===== config.mk =====
export PLATFORM = sky130hd
export DESIGN_NAME = twa_rem
export DESIGN_NICKNAME = d
export VERILOG_FILES = /design/src/rtl/twa_pkg.sv /design/src/rtl/twa_rem.sv
export SDC_FILE = /design/constraint.sdc
export NUM_CORES = 1
export LEC_CHECK = 0
export BUFFER_PORTS_ARGS = -buffer_cell sky130_fd_sc_hd__buf_2
export CAP_MARGIN = 40
export CELL_PAD_IN_SITES_DETAIL_PLACEMENT = 0
export CELL_PAD_IN_SITES_GLOBAL_PLACEMENT = 1
export CORE_MARGIN = 3
export CORE_UTILIZATION = 40
export CTS_BUF_LIST = sky130_fd_sc_hd__clkbuf_16
export DETAILED_ROUTE_END_ITERATION = 10
export GPL_TIMING_DRIVEN = 0
export PLACE_DENSITY = 0.82
export SKIP_LAST_GASP = 1
export SYNTH_ARGS = -nofsm -noshare
export SYNTH_HDL_FRONTEND = slang
export SYNTH_SLANG_ARGS = --single-unit
export TNS_END_PERCENT = 20

===== constraint.sdc =====
create_clock -name clk -period 3.1 [get_ports clk]
set_clock_uncertainty 0.15 [all_clocks]
set_input_delay 0.155 -clock clk [delete_from_list [all_inputs] [get_ports clk]]
set_output_delay 0.155 -clock clk [all_outputs]
set_load 0.02 [all_outputs]

===== src/rtl/twa_pkg.sv =====
// Shared types and codes for the time window aggregator.
`default_nettype none
package twa_pkg;

  localparam int TimeW  = 54;
  localparam int LenW   = 53;
  localparam int StartW = 56;
  localparam int ValW   = 32;
  localparam int SumW   = 64;
  localparam int CntW   = 32;
  localparam int WideW  = 58;

  localparam logic [1:0] STAT_WIN   = 2'd0;
  localparam logic [1:0] STAT_ORDER = 2'd1;
  localparam logic [1:0] STAT_OVER  = 2'd2;

  localparam logic [1:0] REG_MODE   = 2'd0;
  localparam logic [1:0] REG_LENGTH = 2'd1;
  localparam logic [1:0] REG_STEP   = 2'd2;
  localparam logic [1:0] REG_OFFSET = 2'd3;

  localparam logic REQ_SAMPLE = 1'b0;
  localparam logic REQ_FLUSH  = 1'b1;

  typedef struct packed {
    logic signed [StartW-1:0] start;
    logic        [CntW-1:0]   count;
    logic signed [SumW-1:0]   sum;
    logic signed [ValW-1:0]   vmin;
    logic signed [ValW-1:0]   vmax;
    logic signed [ValW-1:0]   vfirst;
    logic signed [ValW-1:0]   vlast;
  } win_t;

  typedef struct packed {
    logic shift;
    logic add;
    logic load;
  } cell_ctl_t;

endpackage
`default_nettype wire


===== src/rtl/twa_rem.sv =====
// Restoring remainder unit: one quotient bit per cycle.
`default_nettype none
module twa_rem (
  input  wire logic                        clk,
  input  wire logic                        rst_n,
  input  wire logic                        start,
  input  wire logic [twa_pkg::TimeW:0]     dividend,
  input  wire logic [twa_pkg::LenW-1:0]    divisor,
  output logic                             done,
  output logic [twa_pkg::LenW-1:0]         rem
);
  localparam int DW = twa_pkg::TimeW + 1;

  logic          busy_r, done_r;
  logic [5:0]    cnt_r;
  logic [DW-1:0] dvd_r;
  logic [twa_pkg::LenW-1:0] dvs_r, rem_r;
  logic [twa_pkg::LenW:0]   trial;

  assign trial = {rem_r, dvd_r[DW-1]};
  assign done  = done_r;
  assign rem   = rem_r;

  always_ff @(posedge clk) begin
    if (!rst_n) begin
      busy_r <= 1'b0;
      done_r <= 1'b0;
      cnt_r  <= '0;
    end else if (start) begin
      busy_r <= 1'b1;
      done_r <= 1'b0;
      cnt_r  <= '0;
    end else if (busy_r) begin
      cnt_r <= cnt_r + 6'd1;
      if (cnt_r == 6'(DW - 1)) begin
        busy_r <= 1'b0;
        done_r <= 1'b1;
      end
    end
  end

  always_ff @(posedge clk) begin
    if (start) begin
      dvd_r <= dividend;
      dvs_r <= divisor;
      rem_r <= '0;
    end else if (busy_r) begin
      dvd_r <= {dvd_r[DW-2:0], 1'b0};
      if (trial >= {1'b0, dvs_r}) rem_r <= twa_pkg::LenW'(trial - {1'b0, dvs_r});
      else rem_r <= trial[twa_pkg::LenW-1:0];
    end
  end
endmodule
`default_nettype wire


## Word level (Yosys, flattened, before mapping)

Index checks and enable logic that the tools add are counted.
W data, S select, Z words.

| storage, ports and cells | value |
|---|---|
| register bits after elaboration | 169 |
| output and inout bits | 54 |
| word-level logic and storage cells | 20 |

| operators by class | value |
|---|---|
| add/sub/neg operators | 2 |
| $lt $le $gt $ge | 1 |
| equal/unequal tests | 1 |
| multiplexer cells | 6 |
| bitwise logic cells | 1 |
| reductions and logical operators | 3 |

Operators with widths:

| operator | number |
|---|---|
| $mux W55 | 2 |
| $ge A54 B53 Y1 | 1 |
| $mux W53 | 1 |
| $sub A53 B53 Y53 | 1 |
| $add A6 B1 Y6 const B | 1 |
| $eq A6 B6 Y1 const B | 1 |
| $mux W1 | 3 |
| $reduce_and A2 Y1 | 1 |
| $reduce_bool A2 Y1 | 1 |
| $reduce_or A2 Y1 | 1 |
| $not A1 Y1 | 1 |

## Logic depth before layout (Yosys ltp)

| depth | value |
|---|---|
| depth in word-level cells | 4 |
| gate-level depth with buffers | 15 |
| gate-level depth less buffers | 13 |

## Worst setup path after synthesis

OpenSTA, ideal clock, no wires.

| timing path | value |
|---|---|
| path kind | reg-to-reg |
| from | register rem_r, in the netlist rem[42] |
| to | register rem_r, in the netlist rem[41] |
| arrival time | 3.006 ns |
| required time | 2.862 ns |
| slack | -0.144 ns |
| stages on the path, launching flop included | 12 |
| path buffers | 2 |
| path through | dfxtp_1 -> ha_1 -> buf_4 -> nand4_4 -> or4_4 -> o41ai_2 -> o21bai_2 -> o21ba_4 -> or2_1 -> buf_6 -> a311o_1 -> a311oi_2 |

| between the ends | value |
|---|---|
| longest elaborated chain between the ends | 2 |

Ends and longest elaborated chain:

| what | RTL line | text |
|---|---|---|
| start, declared | twa_rem.sv:17 | `logic [twa_pkg::LenW-1:0] dvs_r, rem_r;` |
| start signal, assigned | twa_rem.sv:49 | `if (trial >= {1'b0, dvs_r}) rem_r <= twa_pkg::LenW'(trial - {1'b0, dvs_r});` |
| start signal, assigned | twa_rem.sv:50 | `else rem_r <= trial[twa_pkg::LenW-1:0];` |
| $ge A54 B53 Y1 | twa_rem.sv:49 |  |
| $mux W53 | twa_rem.sv:49 |  |

Every way passes these cells.
A chain may end at the register's enable or synchronous reset.

## Final worst setup path

| timing path | value |
|---|---|
| from | register dvd_r[54] |
| to | register rem_r, in the netlist rem[34] |

| between the ends | value |
|---|---|
| longest elaborated chain between the ends | 2 |
| elaborated cells on any way between the ends | 3 |

Ends and longest elaborated chain:

| what | RTL line | text |
|---|---|---|
| start, declared | twa_rem.sv:16 | `logic [DW-1:0] dvd_r;` |
| start signal, assigned | twa_rem.sv:44 | `dvd_r <= dividend;` |
| start signal, assigned | twa_rem.sv:48 | `dvd_r <= {dvd_r[DW-2:0], 1'b0};` |
| $sub A53 B53 Y53 / $ge A54 B53 Y1 (equally long branches) | twa_rem.sv:49 |  |
| $mux W53 (*) | twa_rem.sv:49 |  |

Mark *: on every way between the ends. The rest lies on a longest branch, timed or not.

==> impl_results.md <==
- Period utilization: 111.3%
- Initial antenna violation count: 0
- Filler cell count: 2204
- GRT overflow: 0
- Vias in the first global route: 9254
- DR vias/cell: 5.354
- Fin nets: 1523
- Placer Congestion: 0.9337
- DIE WIDTH: 165.5 µm
- CP most frequent cell: inv_2
- Routed WL: 30650 µm
- Multi-input gate area: 5360 µm²
- Initial DRC Count: 607
- Reg power frac: 41.0%
- Share of cells above drive strength 1: 27.68%
- Layout Utilization: 56.25%
- DR vias: 9064
- Routed Antenna Nets: 0
- Least-Margin Pin Slew: 0.9190 ns
- Most frequent cells in the layout: buf_2, dlygate4sd3_1, edfxtp_1
- Critical Path Fanout Max: 7
- Flip-flop and latch area: 4493 µm²
- Commonest non-fill, non-tap cell in the layout: buf_2
- Synth Flop Type: edfxtp_1
- Crit-path cells: inv_2 > ha_4 > inv_2 > fa_2 > a21oi_4 > o21ai_4 > nand4_1 > a31oi_4 > a21o_1 > a2111oi_4 > or2_1 > buf_6 > buf_12 > buf_8 > nand2_1 > a311oi_1
- Status: finished, violations left
- CP required: 3.29 ns
- Dominant cells by area after synthesis: edfxtp_1, dfxtp_1, ha_1, mux2_2, nor2_1
- Maximum vdd drop: 0.2586 mV
- Power Internal: 4.502 mW
- Mapped Cells: 1026
- Crit end category: flop
- Yosys top cell by area: edfxtp_1
- Area growth syn-to-layout: 36.38%
- RSZ-0062 raised after global routing: true
- Switching Fraction: 31.60%
- P_sw: 2.079 mW
- Critical path's largest stage delay: 0.42 ns
- Routed wire length per instance: 18.10 µm
- Pre-CTS setup slack: -0.7814 ns
- Max cap viols: 0
- Setup CP Type: reg2reg
- Clock Sinks: 169
- Initial Util: 41.24%
- Max Slew Vio Count: 0
- CP bufs+invs: 5
- Total die area: 27390 µm²
- Endpoints failing hold: 0
- Drt first pass iters: 4
- Highest Clock Rate: 289.8 MHz
- Rel. slew slack: 38.73%
- First-pass GRT wire length: 48540 µm
- Tmin final: 3.450 ns
- Syn Std Cell Area: 10180 µm²
- Site Rows: 57
- Depth of the CTS H-tree: 4
- ANT cells: 0
- IO Port Bufs: 164
- Critical path arrival: 3.64 ns
- Setup violators final: 53
- Root Driver: clkbuf_16
- Worst-Skew Late Latency: 0.45 ns
- Worst Hold Class: in2reg
- Slowest cell on crit path: edfxtp_1
- Longest Clk Path Bufs: 2
- Syn nets: 1193
- Total negative slack: -14.05 ns
- Post-Syn Area per Cell: 9.919 µm²
- CP startpoint kind: flop
- Unique masters post-synth: 69
- Largest net degree at the start of global routing: 30
- Crit path max-delay family: compound AO/OA/AOI/OAI gates
- Post-route DRC: 0
- Chip height: 165.5 µm
- Pleak: 5.865 nW
- Worst-path clk slew: 0.08 ns
- Logic gate share of total power: 24.2%
- All-Layer GR Usage: 22.78%
- Ys Warns: 0
- Core box area: 24680 µm²
- Ports: 165
- Yosys reg bits: 169
- Share of the synthesized area in the top cell type: 31.87%
- Setup ws final: -0.3502 ns
- CTS tree: done
- Inserted Clock Buffers: 17
- Failing checks: negative setup slack
- Post-synth EDFFs: 108
- Sequential area share after synthesis: 43.87%
- Ys async rst share: 0%
- HPWL after detailed placement: 21530 µm
- Power density over cell area: 474.1 nW/µm²
- Clock network fraction of total power: 34.8%
## cells by family (layout without fill, tap and decap cells)
kind of cell    count (synthesis)  count (layout)  synth area share (%)
compound gates                251             251                 17.01
xor+xnor                       47              47                 4.045
fa+ha+maj                      56              56                 6.958
buf+inv                       134             477                 5.545
flops                         169             169                 43.87
mux                            85              85                 9.024
simple gates                  284             284                 13.55
## power by group through the flow
stage	sequential (mW)	combinational, mW	clock, mW
finish	2.70	1.60	2.29
global route	2.72	1.76	2.40
CTS	2.69	1.55	2.33
detailed placement	2.74	1.37	0
global placement	2.74	1.34	0
floorplan	2.77	0.926	0
## what timing repair did
item | in CTS | in global routing
setup buffers | 31 | 9
pin swaps | 15 | 14
hold buffers | 109 | 0
cloned | 1 | 0
endpoints found under the hold margin | 116 | 0
resized for setup | 42 | 18
setup endpoints to repair | 53 | 53
## sequential cells by signal, indices dropped and copies added, names as in the netlist
name and cells:
busy_r 1, cnt_r 6, done 1, dvd_r 55
dvs_r 53, rem 53
## layer usage
| layer | share of wire, % | global-route usage, % | routed length (µm) | vias to the layer above |
|---|---|---|---|---|
| met3 | 6.7 | 4.465 | 2043 | 41 |
| met5 | 0 | 0 | 0 | - |
| met4 | 2.0 | 6.767 | 600 | 0 |
| met2 | 47 | 38.82 | 14550 | 287 |
| met1 | 44 | 29.34 | 13450 | 4307 |
| li1 | - | - | - | 4429 |
## cell type report
cell class | count | share of cell area [%]
Buffer | 49 | 2.677
Clock buffer | 17 | 3.065
Clock inverter | 15 | 1.560
Inverter | 79 | 2.136
Multi-Input combinational cell | 723 | 38.62
Sequential cell | 169 | 32.37
Tap cell | 324 | 2.921
Timing Repair Buffer | 317 | 16.65
## metrics by stage
step,cell area (µm²),power [mW],std cells,hold slack (ns)
detailed placement,11600,4.109,1517,0.1833
global placement,11540,4.082,1514,0.1825
finish,13880,6.581,1693,0.1274
CTS,13740,6.575,1684,0.1351
global route,13880,6.880,1693,0.1668
floorplan,10320,3.696,1026,0.1039
## final timing paths
kind / start / endpoint / slack, ns / depth (start not counted)
worst min-delay path: start / dvs_r[14] / 0.13 / 1
worst max-delay path: dvd_r[54] / rem[34] / -0.35 / 16
worst min register to register: cnt_r[5] / cnt_r[5] / 0.35 / 2
worst max register to register: dvd_r[54] / rem[34] / -0.35 / 16
## synth_stat cells (4+ instances only)
master and n:
a2111oi_0 4, a211oi_1 35, a21o_1 24, a21oi_1 65, a311oi_1 11, a31oi_1 11
a32oi_1 4, and2_1 4, and3_1 8, buf_2 10, buf_4 11, clkbuf_1 31
dfxtp_1 61, edfxtp_1 108, ha_1 55, inv_1 79, mux2_2 54, mux2i_1 31
nand2_1 76, nand2b_1 8, nand3_1 14, nand4_1 28, nor2_1 90, nor2b_1 10
nor3_1 16, nor4_1 6, o211ai_1 10, o21a_1 6, o21ai_0 34, o21bai_1 9
o221ai_1 4, o31ai_1 6, or3_1 9, xnor2_1 28, xor2_1 19
No activity file was read; power rests on OpenSTA's default activity.
