--- src/rtl/twa_pkg.sv ---
// Shared types and codes for the time window aggregator.
`default_nettype none
package twa_pkg;

  localparam int TimeW  = 54;
  localparam int LenW   = 53;
  localparam int StartW = 56;
  localparam int ValW   = 32;
  localparam int SumW   = 64;
  localparam int CntW   = 32;
  localparam int WideW  = 58;

  localparam logic [1:0] STAT_WIN   = 2'd0;
  localparam logic [1:0] STAT_ORDER = 2'd1;
  localparam logic [1:0] STAT_OVER  = 2'd2;

  localparam logic [1:0] REG_MODE   = 2'd0;
  localparam logic [1:0] REG_LENGTH = 2'd1;
  localparam logic [1:0] REG_STEP   = 2'd2;
  localparam logic [1:0] REG_OFFSET = 2'd3;

  localparam logic REQ_SAMPLE = 1'b0;
  localparam logic REQ_FLUSH  = 1'b1;

  typedef struct packed {
    logic signed [StartW-1:0] start;
    logic        [CntW-1:0]   count;
    logic signed [SumW-1:0]   sum;
    logic signed [ValW-1:0]   vmin;
    logic signed [ValW-1:0]   vmax;
    logic signed [ValW-1:0]   vfirst;
    logic signed [ValW-1:0]   vlast;
  } win_t;

  typedef struct packed {
    logic shift;
    logic add;
    logic load;
  } cell_ctl_t;

endpackage
`default_nettype wire

--- src/rtl/twa_cell.sv ---
// One open window slot of the chain: shift from neighbor, load, or add a value.
`default_nettype none
module twa_cell (
  input  wire logic                        clk,
  input  wire twa_pkg::cell_ctl_t          ctl,
  input  wire twa_pkg::win_t               nbr,
  input  wire twa_pkg::win_t               ins,
  input  wire logic signed [twa_pkg::ValW-1:0] val,
  output twa_pkg::win_t                    win_o
);
  twa_pkg::win_t win_r, added;
  logic signed [twa_pkg::SumW:0] s_ext;

  always_comb begin
    added = win_r;
    s_ext = {win_r.sum[twa_pkg::SumW-1], win_r.sum} + (twa_pkg::SumW+1)'(val);
    if (val < win_r.vmin) added.vmin = val;
    if (val > win_r.vmax) added.vmax = val;
    if (s_ext[twa_pkg::SumW] != s_ext[twa_pkg::SumW-1])
      added.sum = s_ext[twa_pkg::SumW] ? {1'b1, {(twa_pkg::SumW-1){1'b0}}}
                                       : {1'b0, {(twa_pkg::SumW-1){1'b1}}};
    else added.sum = s_ext[twa_pkg::SumW-1:0];
    added.vlast = val;
    if (win_r.count != '1) added.count = win_r.count + 32'd1;
  end

  always_ff @(posedge clk) begin
    if (ctl.load) win_r <= ins;
    else if (ctl.shift) win_r <= nbr;
    else if (ctl.add) win_r <= added;
  end

  assign win_o = win_r;
endmodule
`default_nettype wire

--- config.mk ---
export PLATFORM = sky130hd
export DESIGN_NAME = twa_cell
export DESIGN_NICKNAME = d
export VERILOG_FILES = /design/src/rtl/twa_pkg.sv /design/src/rtl/twa_cell.sv
export SDC_FILE = /design/constraint.sdc
export NUM_CORES = 1
export LEC_CHECK = 0
export BUFFER_PORTS_ARGS = -buffer_cell sky130_fd_sc_hd__buf_2
export CAP_MARGIN = 25
export CORE_AREA = 5 5 338 340
export CTS_CLUSTER_SIZE = 20
export DETAILED_ROUTE_END_ITERATION = 10
export DIE_AREA = 0 0 343 345
export SYNTH_ARGS = -nofsm -noshare
export SYNTH_HDL_FRONTEND = slang
export SYNTH_SLANG_ARGS = --single-unit
--- constraint.sdc ---
create_clock -name clk -period 8.2 [get_ports clk]
set_input_delay 0.82 -clock clk [delete_from_list [all_inputs] [get_ports clk]]
set_output_delay 0.82 -clock clk [all_outputs]
set_load 0.005 [all_outputs]
==> Yosys cells after proc, flatten, opt, wreduce, memory -nomap -nowiden <==
Index checks and enable logic that the tools add are counted.
{ "totals": {"regBits": 280, "word_cells": 29} }
{ "classes": {"n_addsub": 2, "n_mux": 8, "n_eq_ne": 2, "n_reduce_logical": 8, "n_lt_le_gt_ge": 2} }
{ "ops": {"columns": ["operator", "n"], "rows": [
  ["2-to-1 mux 280 bit", 2],
  ["2-to-1 mux 224 bit", 1],
  ["2-to-1 mux 64 bit", 2],
  ["2-to-1 mux 32 bit", 3],
  ["adder 64 x 32 -> 65 bit", 1],
  ["adder 32 x 1 -> 32 bit, second input constant", 1],
  ["greater-than comparator 32 bit", 1],
  ["< comparator 32 bit", 1],
  ["inequality test 32 bit, second input constant", 1],
  ["nonzero test 3 bit", 4],
  ["AND reduction 2 bit", 3],
  ["nonzero test 2 bit", 1],
  ["inequality test 1 bit", 1]
]} }

==> Longest topological paths before layout <==
Gate-level depths: netlist of run 1.
{ "depth": {"word_depth": 6, "mapped_depth": 20} }

==> Least setup slack after synthesis of run 1 <==
OpenSTA, ideal clock, no wires.
{ "synth_timing": {"kind": "input -> register", "start": "in val[9] (netlist bit)", "end": "reg win_r, in the netlist win_o[64] (enable)", "setup_time_ps": 470, "stages": 11, "setup_slack_ps": 2845, "arrival_ps": 4886, "path_buffers": 0, "required_time_ps": 7730, "cell_sequence": "ha_1 a21o_1 a21o_1 a21o_1 a21o_1 a21o_1 a21oi_1 nor2_1 nor4_1 nor2_1 o31ai_1"} }
{ "synth_via": {"elab_chain_cells": 3} }
{ "synth_rtl": {"columns": ["element", "line_no", "rtl"], "rows": [
  ["start, declared", "twa_cell.sv:8", "input wire logic signed [twa_pkg::ValW-1:0] val,"],
  ["greater-than comparator 32 bit", "twa_cell.sv:18", "if (val > win_r.vmax) added.vmax = val;"],
  ["nonzero test 3 bit (no source line)", null, null],
  ["AND reduction 2 bit (no source line)", null, null],
  ["end signal, assigned", "twa_cell.sv:28", "if (ctl.load) win_r <= ins;"],
  ["end signal, assigned", "twa_cell.sv:29", "else if (ctl.shift) win_r <= nbr;"],
  ["end, declared", "twa_cell.sv:11", "twa_pkg::win_t win_r, added;"]
]} }
No other way between the ends.
A chain may end at the register's enable or synchronous reset.

==> Final worst setup path of run 1 <==
{ "layout_timing": {"start": "in val[31] (netlist bit)", "end": "reg win_r, in the netlist win_o[183], data pin"} }
{ "layout_via": {"elab_chain_cells": 6, "word_cells_on_any_way": 7, "cone_classes": "add/sub (1); eq/ne (1); mux (5)"} }
{ "layout_rtl": {"columns": ["element", "line_no", "rtl"], "rows": [
  ["adder 64 x 32 -> 65 bit (*)", "twa_cell.sv:16", "s_ext = {win_r.sum[twa_pkg::SumW-1], win_r.sum} + (twa_pkg::SumW+1)'(val);"],
  ["2-to-1 mux 64 bit or inequality test 1 bit (tied branches)", "twa_cell.sv:20, twa_cell.sv:19", null],
  ["2-to-1 mux 64 bit (*)", "twa_cell.sv:19", "if (s_ext[twa_pkg::SumW] != s_ext[twa_pkg::SumW-1])"],
  ["2-to-1 mux 224 bit (*)", "twa_cell.sv:30", "else if (ctl.add) win_r <= added;"],
  ["2-to-1 mux 280 bit (*)", "twa_cell.sv:29", null],
  ["2-to-1 mux 280 bit (*)", "twa_cell.sv:28", null]
]} }
Mark *: on every way between the ends. The rest lies on a longest branch, timed or not. The select of a mux whose other input is x is not followed.

==> results_dict.tcl, run 1 <==
set metrics [dict create \
    status "finished clean" \
    first_pass_iters 5 \
    drv_slew 0 \
    synth_edf_count 280 \
    clkTransAtPathRegs_ns 0.06 \
    total_power_mw 6.656 \
    yosys_register_bits 280 \
    grt_pass1_wl_mm 160.2 \
    p_leak_nw 11.62 \
    p_per_area_nw_per_um2 252.7 \
    die_w_um 343 \
    dp_hpwl_mm 99.83 \
    worst_slew_pin_slew_ns 1.059 \
    regArea_um2 8408 \
    overflow 0 \
    switching_power_mw 2.784 \
    drt-initial-drc-count 1519 \
    cts_setup_buffers 0 \
    antenna_found_initial 96 \
    largest_reg_flops 280 \
    syn_area_per_cell_um2 9.520 \
    holdPathEnd "win_o[2]" \
    synth-warning-count 0 \
    die_area_um2 118300 \
    wl_per_cell_um 27.37 \
    cts.sinks 280 \
    multi_input_area_um2 9945 \
    synth-main-ff-cell "edfxtp_1" \
    crit-reg2reg-capture "win_o[183]" \
    end_kind "flop" \
    drc 0 \
    synthesis.nets 2741 \
    swShare 0.4183 \
    synthArstFlopShare 0 \
    synth_common_cells "edfxtp_1 (280), nand2_1 (249), a21oi_1 (242)" \
    fp.dieH_um 345 \
    grt_pass1_vias 19650 \
    synth.distinct_cells 86 \
    hold_path.startpoint "ins[2]" \
    final-setup-viol-count 0 \
    final_layout_size_suffix_gt1_frac 0.3487 \
    yosysSeqAreaShare 0.4385 \
    clk_latency_ns 0.60 \
    detail_route.vias_per_cell 4.549 \
    grt_max_degree 132 \
    worst_setup_path_start_kind "input port" \
    cp_data_arrival_time_ns 5.96 \
    post-synth-top-count-cell "edfxtp_1" \
    ys_top_cells_by_area "edfxtp_1 (44%), ha_1 (8.5%), a21oi_1 (6.3%), nand2_1 (4.9%), o21ai_0 (4.5%)" \
    cts_hold_buf 0 \
    fin_area_um2 26340 \
    drt_wl_total_mm 120.0 \
    core_region_area_um2 111300 \
    seq_power_share 0.313 \
    cts_tree "done" \
    cts_made_buffers 39 \
    holdPathStages 3 \
    gp_congestion 0.9016 \
    rsz0062_at_grt "no" \
    period_share 0.6764 \
    ant_nets 0 \
    fmax_mhz 180.3 \
    p_clk_frac 0.244 \
    crit_fanout 36 \
    yosysTopAreaCellShare 0.4385 \
    final_nets 3551 \
    area_delta_synth_final_pct 37.36 \
    vias 19950 \
    dpl.cell_count 4283 \
    cts_buffer_depth 3 \
    yosysTopAreaCell "edfxtp_1" \
    cts-root-buf "clkbuf_16" \
    num-fill-cells 12230 \
    min_period_ns 5.546 \
    pwr-share-comb 0.443 \
    reg2reg_slack_ns 3.08 \
    io_pins 876 \
    synth_area_um2 19170 \
    worstRegToRegCells 17 \
    hold_viol 0 \
    h-tree-depth 2 \
    crit_type "input port to flop" \
    cap_violations 0 \
    vdd_drop_max_mv 0.3043 \
    internal_power_mw 3.872 \
    rows 123 \
    place_area_um2 25090 \
    start_util 0.1723 \
    stdcell_count 4386 \
    finalSetupTns_ns 0 \
    ctsResizeCount 0 \
    fin_util 0.2367 \
    crit_start "val[31]" \
    numPortBuffers 875 \
    fin_worst_skew_ns 0.02787 \
    syn_inst 2014 \
    hold_class "input port to flop" \
    r2r-start "win_o[161]" \
    cp.required_ns 8.61 \
    grt_usage 0.1926 \
    slew_headroom 0.2943 \
]
==> area by class of cell <==
class	count	share of cell area
Clock buffer	45	0.03791
Clock inverter	20	0.005653
Tap cell	1500	0.07126
Antenna cell	38	0.003611
Multi-Input combinational cell	1527	0.3776
Inverter	81	0.01164
Timing Repair Buffer	895	0.1731
Sequential cell	280	0.3193
==> critical path, cell delays in order <==
cell	delay, ns
buf_2	0.70
ha_1	0.53
nand4_4	0.16
nor4_4	0.32
nand3_1	0.12
a211oi_2	0.38
o31ai_4	0.16
a21oi_4	0.20
a31o_4	0.20
a31oi_4	0.09
a211oi_4	0.22
xor2_1	0.11
ha_1	0.72
nand2_1	0.20
o21ai_2	0.35
buf_4	0.31
mux2i_1	0.12
o221ai_1	0.20
==> kinds of logic (layout without fill, tap and decap cells) <==
kind of cell / count (synthesis) / after routing / share of synthesized area
AO/OA/AOI/OAI: 756 / 756 / 0.2509
AND/OR/NAND/NOR: 535 / 535 / 0.1310
flip-flops: 280 / 280 / 0.4385
buffers and inverters: 207 / 1041 / 0.04418
adder cells (fa/ha/maj): 131 / 131 / 0.08588
XOR/XNOR: 82 / 82 / 0.03746
multiplexers: 23 / 23 / 0.01207
other: 0 / 38 / 0
==> per-layer routing <==
metal,up-vias,wire [µm],global-route usage
li1,9212,-,-
met1,9536,46160,0.2237
met2,958,57570,0.3313
met3,195,12950,0.07932
met4,52,3009,0.04329
met5,-,361,0
==> stage by stage <==
stage / worst slack [ns] / hold WS, ns
2_1_floorplan: 2.845 / 0.7522
3_3_place_gp: 2.167 / 0.7846
3_5_place_dp: 2.072 / 0.8095
4_1_cts: 2.697 / 0.4216
5_1_grt: 2.251 / 0.4654
6_report: 2.654 / 0.5009
==> power by group through the flow <==
stage,clock [mW],sequential [mW],combinational [mW]
after global placement,0,2.11,2.93
after CTS,1.69,2.09,2.95
after floorplan,0,2.04,1.77
after detailed placement,0,2.11,2.93
after global routing,1.74,2.11,3.22
final,1.62,2.08,2.95
==> how the worst max path moves through the flow <==
stage | end | slack (ns)
after CTS | win_o[183] | 2.70
final | win_o[183] | 2.65
after global placement | win_o[187] | 2.17
after floorplan | win_o[64] | 2.84
after global routing | win_o[183] | 2.25
after detailed placement | win_o[183] | 2.07
==> layout by cell type (no fill, tap or decap), types with 11 or more instances in the layout <==
master	Yosys	layout
a211oi_1	11	11
a21o_1	58	58
a21oi_1	242	242
a22o_1	89	89
a22oi_1	11	11
buf_2	18	873
buf_4	8	19
clkbuf_16	0	39
diode_2	0	38
edfxtp_1	280	280
ha_1	130	130
inv_1	78	77
mux2i_1	22	22
nand2_1	249	249
nand2b_1	13	13
nand3_1	32	32
nand4_1	32	32
nor2_1	104	103
nor2b_1	41	41
nor3_1	12	12
o211ai_1	12	12
o21a_1	16	16
o21ai_0	171	171
o21ai_1	35	35
o22ai_1	28	28
o31ai_1	19	18
xnor2_1	37	37
xor2_1	45	45
No activity file was read; power rests on OpenSTA's default activity.
==> inputs of run 2 (changes only) <==
==> constraint.sdc (replaced) <==
create_clock -name clk -period 4.6 [get_ports clk]
set_input_delay 0.46 -clock clk [delete_from_list [all_inputs] [get_ports clk]]
set_output_delay 0.46 -clock clk [all_outputs]
set_load 0.005 [all_outputs]
==> run 2 against run 1 <==
  * Clock skew rose by 0.018 ns
  * First-iteration DRC count is 9.9% lower
  * Worst setup slack got worse by 2.5 ns
  * Sequential share of layout area down 1.1 points
  * Cell count increased by 1.8%
  * Core utilization is 0.84 points higher
  * Cell area rose by 3.5%
  * Critical path depth unchanged
  * Global-route usage decreased by 0.17 points
  * Sequential power rose by 79%
  * Combinational power grew 99%
  * Die area unchanged
  * Critical path type is now flop to flop
==> results_dict.tcl, run 2 (synthesized netlist as in run 1, its figures left out) <==
set metrics [dict create \
    drc 0 \
    p_per_area_nw_per_um2 466.4 \
    internal_power_mw 7.608 \
    core_region_area_um2 111300 \
    vdd_drop_max_mv 0.3321 \
    drt-initial-drc-count 1368 \
    final-setup-viol-count 0 \
    cap_violations 0 \
    cp.required_ns 4.93 \
    place_area_um2 25890 \
    setup_ws_ns 0.1593 \
    detail_route.vias_per_cell 4.528 \
    slew_headroom 0.2811 \
    grt_max_degree 161 \
    area_delta_synth_final_pct 42.23 \
    antenna_found_initial 79 \
    cts-root-buf "clkbuf_16" \
    worst_setup_path_start_kind "flop" \
    ant_nets 0 \
    vias 20210 \
    cts_buffer_depth 3 \
    place_ws_ns -0.02573 \
    status "finished clean" \
    switching_power_mw 5.112 \
    grt_pass1_vias 19940 \
    wl_met3_mm 11.67 \
    crit_family "compound AO/OA/AOI/OAI gates" \
    drv_slew 0 \
    min_period_ns 4.441 \
    crit_fanout 20 \
    fin_util 0.2451 \
    rows 123 \
    pwr-share-comb 0.461 \
    whs_ns 0.1468 \
    path_buf_inv 2 \
    hold_class "input port to flop" \
    crit_type "flop to flop" \
    dr.max_layer_used "met5" \
    path_cells "ha_1 -> o211ai_1 -> o211ai_1 -> a31oi_4 -> a211oi_2 -> buf_4 -> o31ai_4 -> a21oi_4 -> a31o_4 -> a31oi_4 -> a211oi_4 -> xor2_1 -> ha_1 -> nand2_1 -> o211ai_1 -> bufbuf_16 -> a21o_1 -> a22o_1" \
    final_layout_size_suffix_gt1_frac 0.3693 \
    met1_length_mm 45.80 \
    end_kind "flop" \
    cts_made_buffers 39 \
    cts_tree "done" \
    p_clk_frac 0.246 \
    cts.sinks 280 \
    final_nets 3634 \
    grt_usage 0.1909 \
    numPortBuffers 875 \
    largest_reg_flops 280 \
    io_pins 876 \
    cp_slowest_cell "edfxtp_1" \
    start_util 0.1723 \
    grt_pass1_wl_mm 159.2 \
    die_area_um2 118300 \
    period_share 0.9654 \
    p_leak_nw 12.17 \
    critical_path.most_common_cell "o211ai_1" \
    worst_slew_pin_slew_ns 1.076 \
    seq_power_share 0.292 \
    fmax_mhz 225.2 \
    fp.dieH_um 345 \
    finalSetupTns_ns 0 \
    hold_viol 0 \
    clkTransAtPathRegs_ns 0.08 \
    drt_wl_total_mm 119.4 \
    first_pass_iters 5 \
    num-fill-cells 12280 \
    h-tree-depth 2 \
    clk_latency_ns 0.60 \
    wl_per_cell_um 26.74 \
    critPathMaxStageDelay_ns 0.49 \
    wl_met2_mm 58.17 \
    final_common_cell "buf_2" \
    gp_congestion 0.9313 \
    final_cell_mix "buf_2 (873), edfxtp_1 (280), nand2_1 (249)" \
    fin_worst_skew_ns 0.04539 \
    dp_hpwl_mm 100.5 \
    cp_data_arrival_time_ns 4.77 \
    swShare 0.4019 \
    overflow 0 \
    fin_area_um2 27270 \
    die_w_um 343 \
    reg2reg_slack_ns 0.16 \
]
-- run 2: cell count changes in the layout (fill, tap and decap cells not counted), moves of 2 or more --
| cell | before | now |
|---|---|---|
| ha_2 | 0 | 4 |
| buf_12 | 1 | 14 |
| ha_1 | 130 | 126 |
| clkinv_2 | 4 | 6 |
| buf_4 | 19 | 87 |
| diode_2 | 38 | 29 |
| clkinvlp_4 | 6 | 2 |
| bufinv_16 | 1 | 5 |
-- run 2: final timing paths --
kind                    from          to  depth (start not counted)
setup / recovery  win_o[132]  win_o[159]                         18
hold / removal      ins[128]  win_o[128]                          3
hold reg to reg   win_o[221]  win_o[221]                          3
setup reg to reg  win_o[132]  win_o[159]                         18
-- run 2: what timing repair did --
action / 4_1_cts / 5_1_grt
gates resized for setup: 0 / 7
endpoints found under the setup margin: 0 / 23
buffers inserted: 0 / 3
hold buffers: 0 / 0
-- run 2: power by group through the flow --
stage	logic, mW	clock network, mW	registers [mW]
after global routing	6.33	3.32	3.75
final	5.87	3.13	3.72
after CTS	5.83	3.23	3.72
after floorplan	3.15	0	3.64
after global placement	5.78	0	3.77
after detailed placement	5.79	0	3.77
-- run 2: cell type report --
type                       instances  area, µm²  area share
tap                             1500       1877     0.06882
clock inverter                    23      252.7    0.009268
sequential                       280       8408      0.3083
timing repair buffer             978       5391      0.1977
clock buffer                      46       1002     0.03675
inverter                          81      306.5     0.01124
multi-input combinational       1527       9961      0.3652
antenna                           29      72.57    0.002661
-- run 2: metal layers --
metal	vias to the layer above	GRT usage
met5	-	0
met4	46	0.04725
met3	196	0.06514
met2	922	0.3351
met1	9669	0.2227
li1	9381	-
-- run 2: per-stage QoR --
step                total power [mW]  std cells
floorplan                      6.794       2014
global placement               9.556       4362
detailed placement             9.565       4363
CTS                            12.79       4432
global route                   13.41       4439
finish                         12.72       4464
-- run 2: tightest hold or removal path, cell delays in order --
cell	delay [ns]
buf_2	0.08
nand2_1	0.04
o31ai_1	0.05
==> inputs of run 3 (changes only) <==
--- a/config.mk
+++ b/config.mk
@@ -11,6 +11,7 @@
 export CTS_CLUSTER_SIZE = 20
 export DETAILED_ROUTE_END_ITERATION = 10
 export DIE_AREA = 0 0 343 345
+export GPL_ROUTABILITY_DRIVEN = 1
 export SYNTH_ARGS = -nofsm -noshare
 export SYNTH_HDL_FRONTEND = slang
 export SYNTH_SLANG_ARGS = --single-unit
==> constraint.sdc (replaced) <==
create_clock -name clk -period 4.6 [get_ports clk]
set_input_delay 0.23 -clock clk [delete_from_list [all_inputs] [get_ports clk]]
set_output_delay 0.23 -clock clk [all_outputs]
set_load 0.005 [all_outputs]
==> run 3 against run 2 <==
  * Combinational power rose by 4.9%
  * Core utilization rose by 3.7 points
  * Worst setup slack improved by 0.077 ns
  * Maximum frequency rose by 1.8%
  * Cell area rose by 15%
  * Clock power fell by 3%
  * Global-route usage rose by 0.88 points
  * Sequential cell count did not move
  * Die area did not move
  * Sequential power fell by 1%
  * Cell count rose by 9.3%
==> results_dict.tcl, run 3 (synthesized netlist as in run 1, its figures left out) <==
set metrics [dict create \
    status "finished clean" \
    clk_latency_ns 0.58 \
    cp.required_ns 4.98 \
    end_kind "flop" \
    slew_headroom 0.2392 \
    cp_data_arrival_time_ns 4.75 \
    rows 123 \
    fp.dieH_um 345 \
    cts.sinks 280 \
    reg2reg_slack_ns 0.24 \
    clkTransAtPathRegs_ns 0.06 \
    grt_max_degree 111 \
    core_region_area_um2 111300 \
    grt_pass1_vias 22220 \
    grt_pass1_wl_mm 167.6 \
    hold_path.startpoint "nbr[230]" \
    numPortBuffers 875 \
    stdcell_count 4877 \
    total_power_mw 12.87 \
    cts_made_buffers 39 \
    min_period_ns 4.364 \
    cts-root-buf "clkbuf_16" \
    h-tree-depth 2 \
    rsz0062_at_grt "no" \
    final_cell_mix "buf_2 (873), dlygate4sd3_1 (435), edfxtp_1 (280)" \
    fin_worst_skew_ns 0.01436 \
    vias 22230 \
    p_per_area_nw_per_um2 410.0 \
    io_pins 876 \
    largest_reg_flops 280 \
    period_share 0.9486 \
    cts_buffer_depth 3 \
    whs_ns 0.02925 \
    wl_per_cell_um 25.72 \
    critical_path.most_common_cell "o211ai_1" \
    drt-initial-drc-count 1671 \
    die_area_um2 118300 \
    drt_wl_total_mm 125.4 \
    path_cells "ha_1 -> o211ai_1 -> o211ai_1 -> a31oi_4 -> a211oi_2 -> buf_4 -> o31ai_4 -> a21oi_4 -> a31o_4 -> a31oi_4 -> a211oi_4 -> xor2_1 -> ha_1 -> nand2_1 -> o211ai_1 -> buf_12 -> a21oi_1 -> o31ai_1" \
    final_nets 4037 \
    cap_violations 0 \
    area_delta_synth_final_pct 63.71 \
    crit_type "flop to flop" \
    worst_slew_pin_slew_ns 1.141 \
    grt_usage 0.1997 \
    overflow 0 \
    crit_fanout 20 \
    final_layout_size_suffix_gt1_frac 0.3185 \
    dpl.cell_count 4332 \
    cp_slowest_cell "edfxtp_1" \
    gp_congestion 0.9333 \
    dp_hpwl_mm 101.6 \
    fin_util 0.2821 \
    fmax_mhz 229.2 \
    r2r-start "win_o[130]" \
    cts_tree "done" \
    drc 0 \
    antenna_found_initial 106 \
    critPathMaxStageDelay_ns 0.40 \
    finalSetupTns_ns 0 \
    crit_start "win_o[130]" \
    die_w_um 343 \
    p_leak_nw 13.89 \
    ant_nets 0 \
    start_util 0.1723 \
    final_common_cell "buf_2" \
    first_pass_iters 7 \
    hold_class "input port to flop" \
    final-setup-viol-count 0 \
    hold_viol 0 \
    drv_slew 0 \
    vdd_drop_max_mv 0.3718 \
    worst_setup_path_start_kind "flop" \
    detail_route.vias_per_cell 4.559 \
]
## run 3: cell type report
type                       instances  area (µm²)
tap                             1500        1877
fill                           11880       79880
multi-input combinational       1527       10050
clock buffer                      47        1049
timing repair buffer            1381        9439
antenna                           40       100.1
clock inverter                    21       160.2
sequential                       280        8408
inverter                          81       306.5
## run 3: repair_timing
item                                   in CTS  in global routing
buffers inserted                            0                  2
endpoints found under the hold margin     253                  0
setup endpoints to repair                   0                 38
resized for setup                           0                 24
hold buffers                              435                  0
## run 3: power by group
part / total, mW / switching [mW] / internal [mW]
clock: 3.04 / 1.31 / 1.73
sequential: 3.67 / 0.321 / 3.35
combinational: 6.16 / 3.58 / 2.57
## run 3: worst paths after layout
check | end | depth (start not counted)
max | win_o[135] | 18
min | win_o[230] | 2
max reg2reg | win_o[135] | 18
min reg2reg | win_o[128] | 3
## run 3: metrics by stage
| step | instance area (µm²) | worst slack, ns |
|---|---|---|
| 5_1_grt | 31310 | 0.01611 |
| 2_1_floorplan | 19180 | 0.6229 |
| 4_1_cts | 31160 | 0.05564 |
| 3_5_place_dp | 25600 | 0.06826 |
| 3_3_place_gp | 25600 | 0.1124 |
| 6_report | 31390 | 0.2364 |
## run 3: critical path: cells and delay by family, from the launching register on
family / cells / cell delay (ns)
compound gates: 12 / 2.36
xor+xnor: 1 / 0.16
fa+ha+maj: 2 / 0.72
buf+inv: 2 / 0.38
simple gates: 1 / 0.13
flops: 1 / 0.40
## run 3: metal layers
metal	wire, µm	share of wire	vias up	track usage
li1	-	-	10200	-
met1	46250	0.37	10490	0.2216
met2	58810	0.47	1200	0.3348
met3	13790	0.11	286	0.08108
met4	6245	0.050	52	0.09011
met5	338	0.0027	-	0
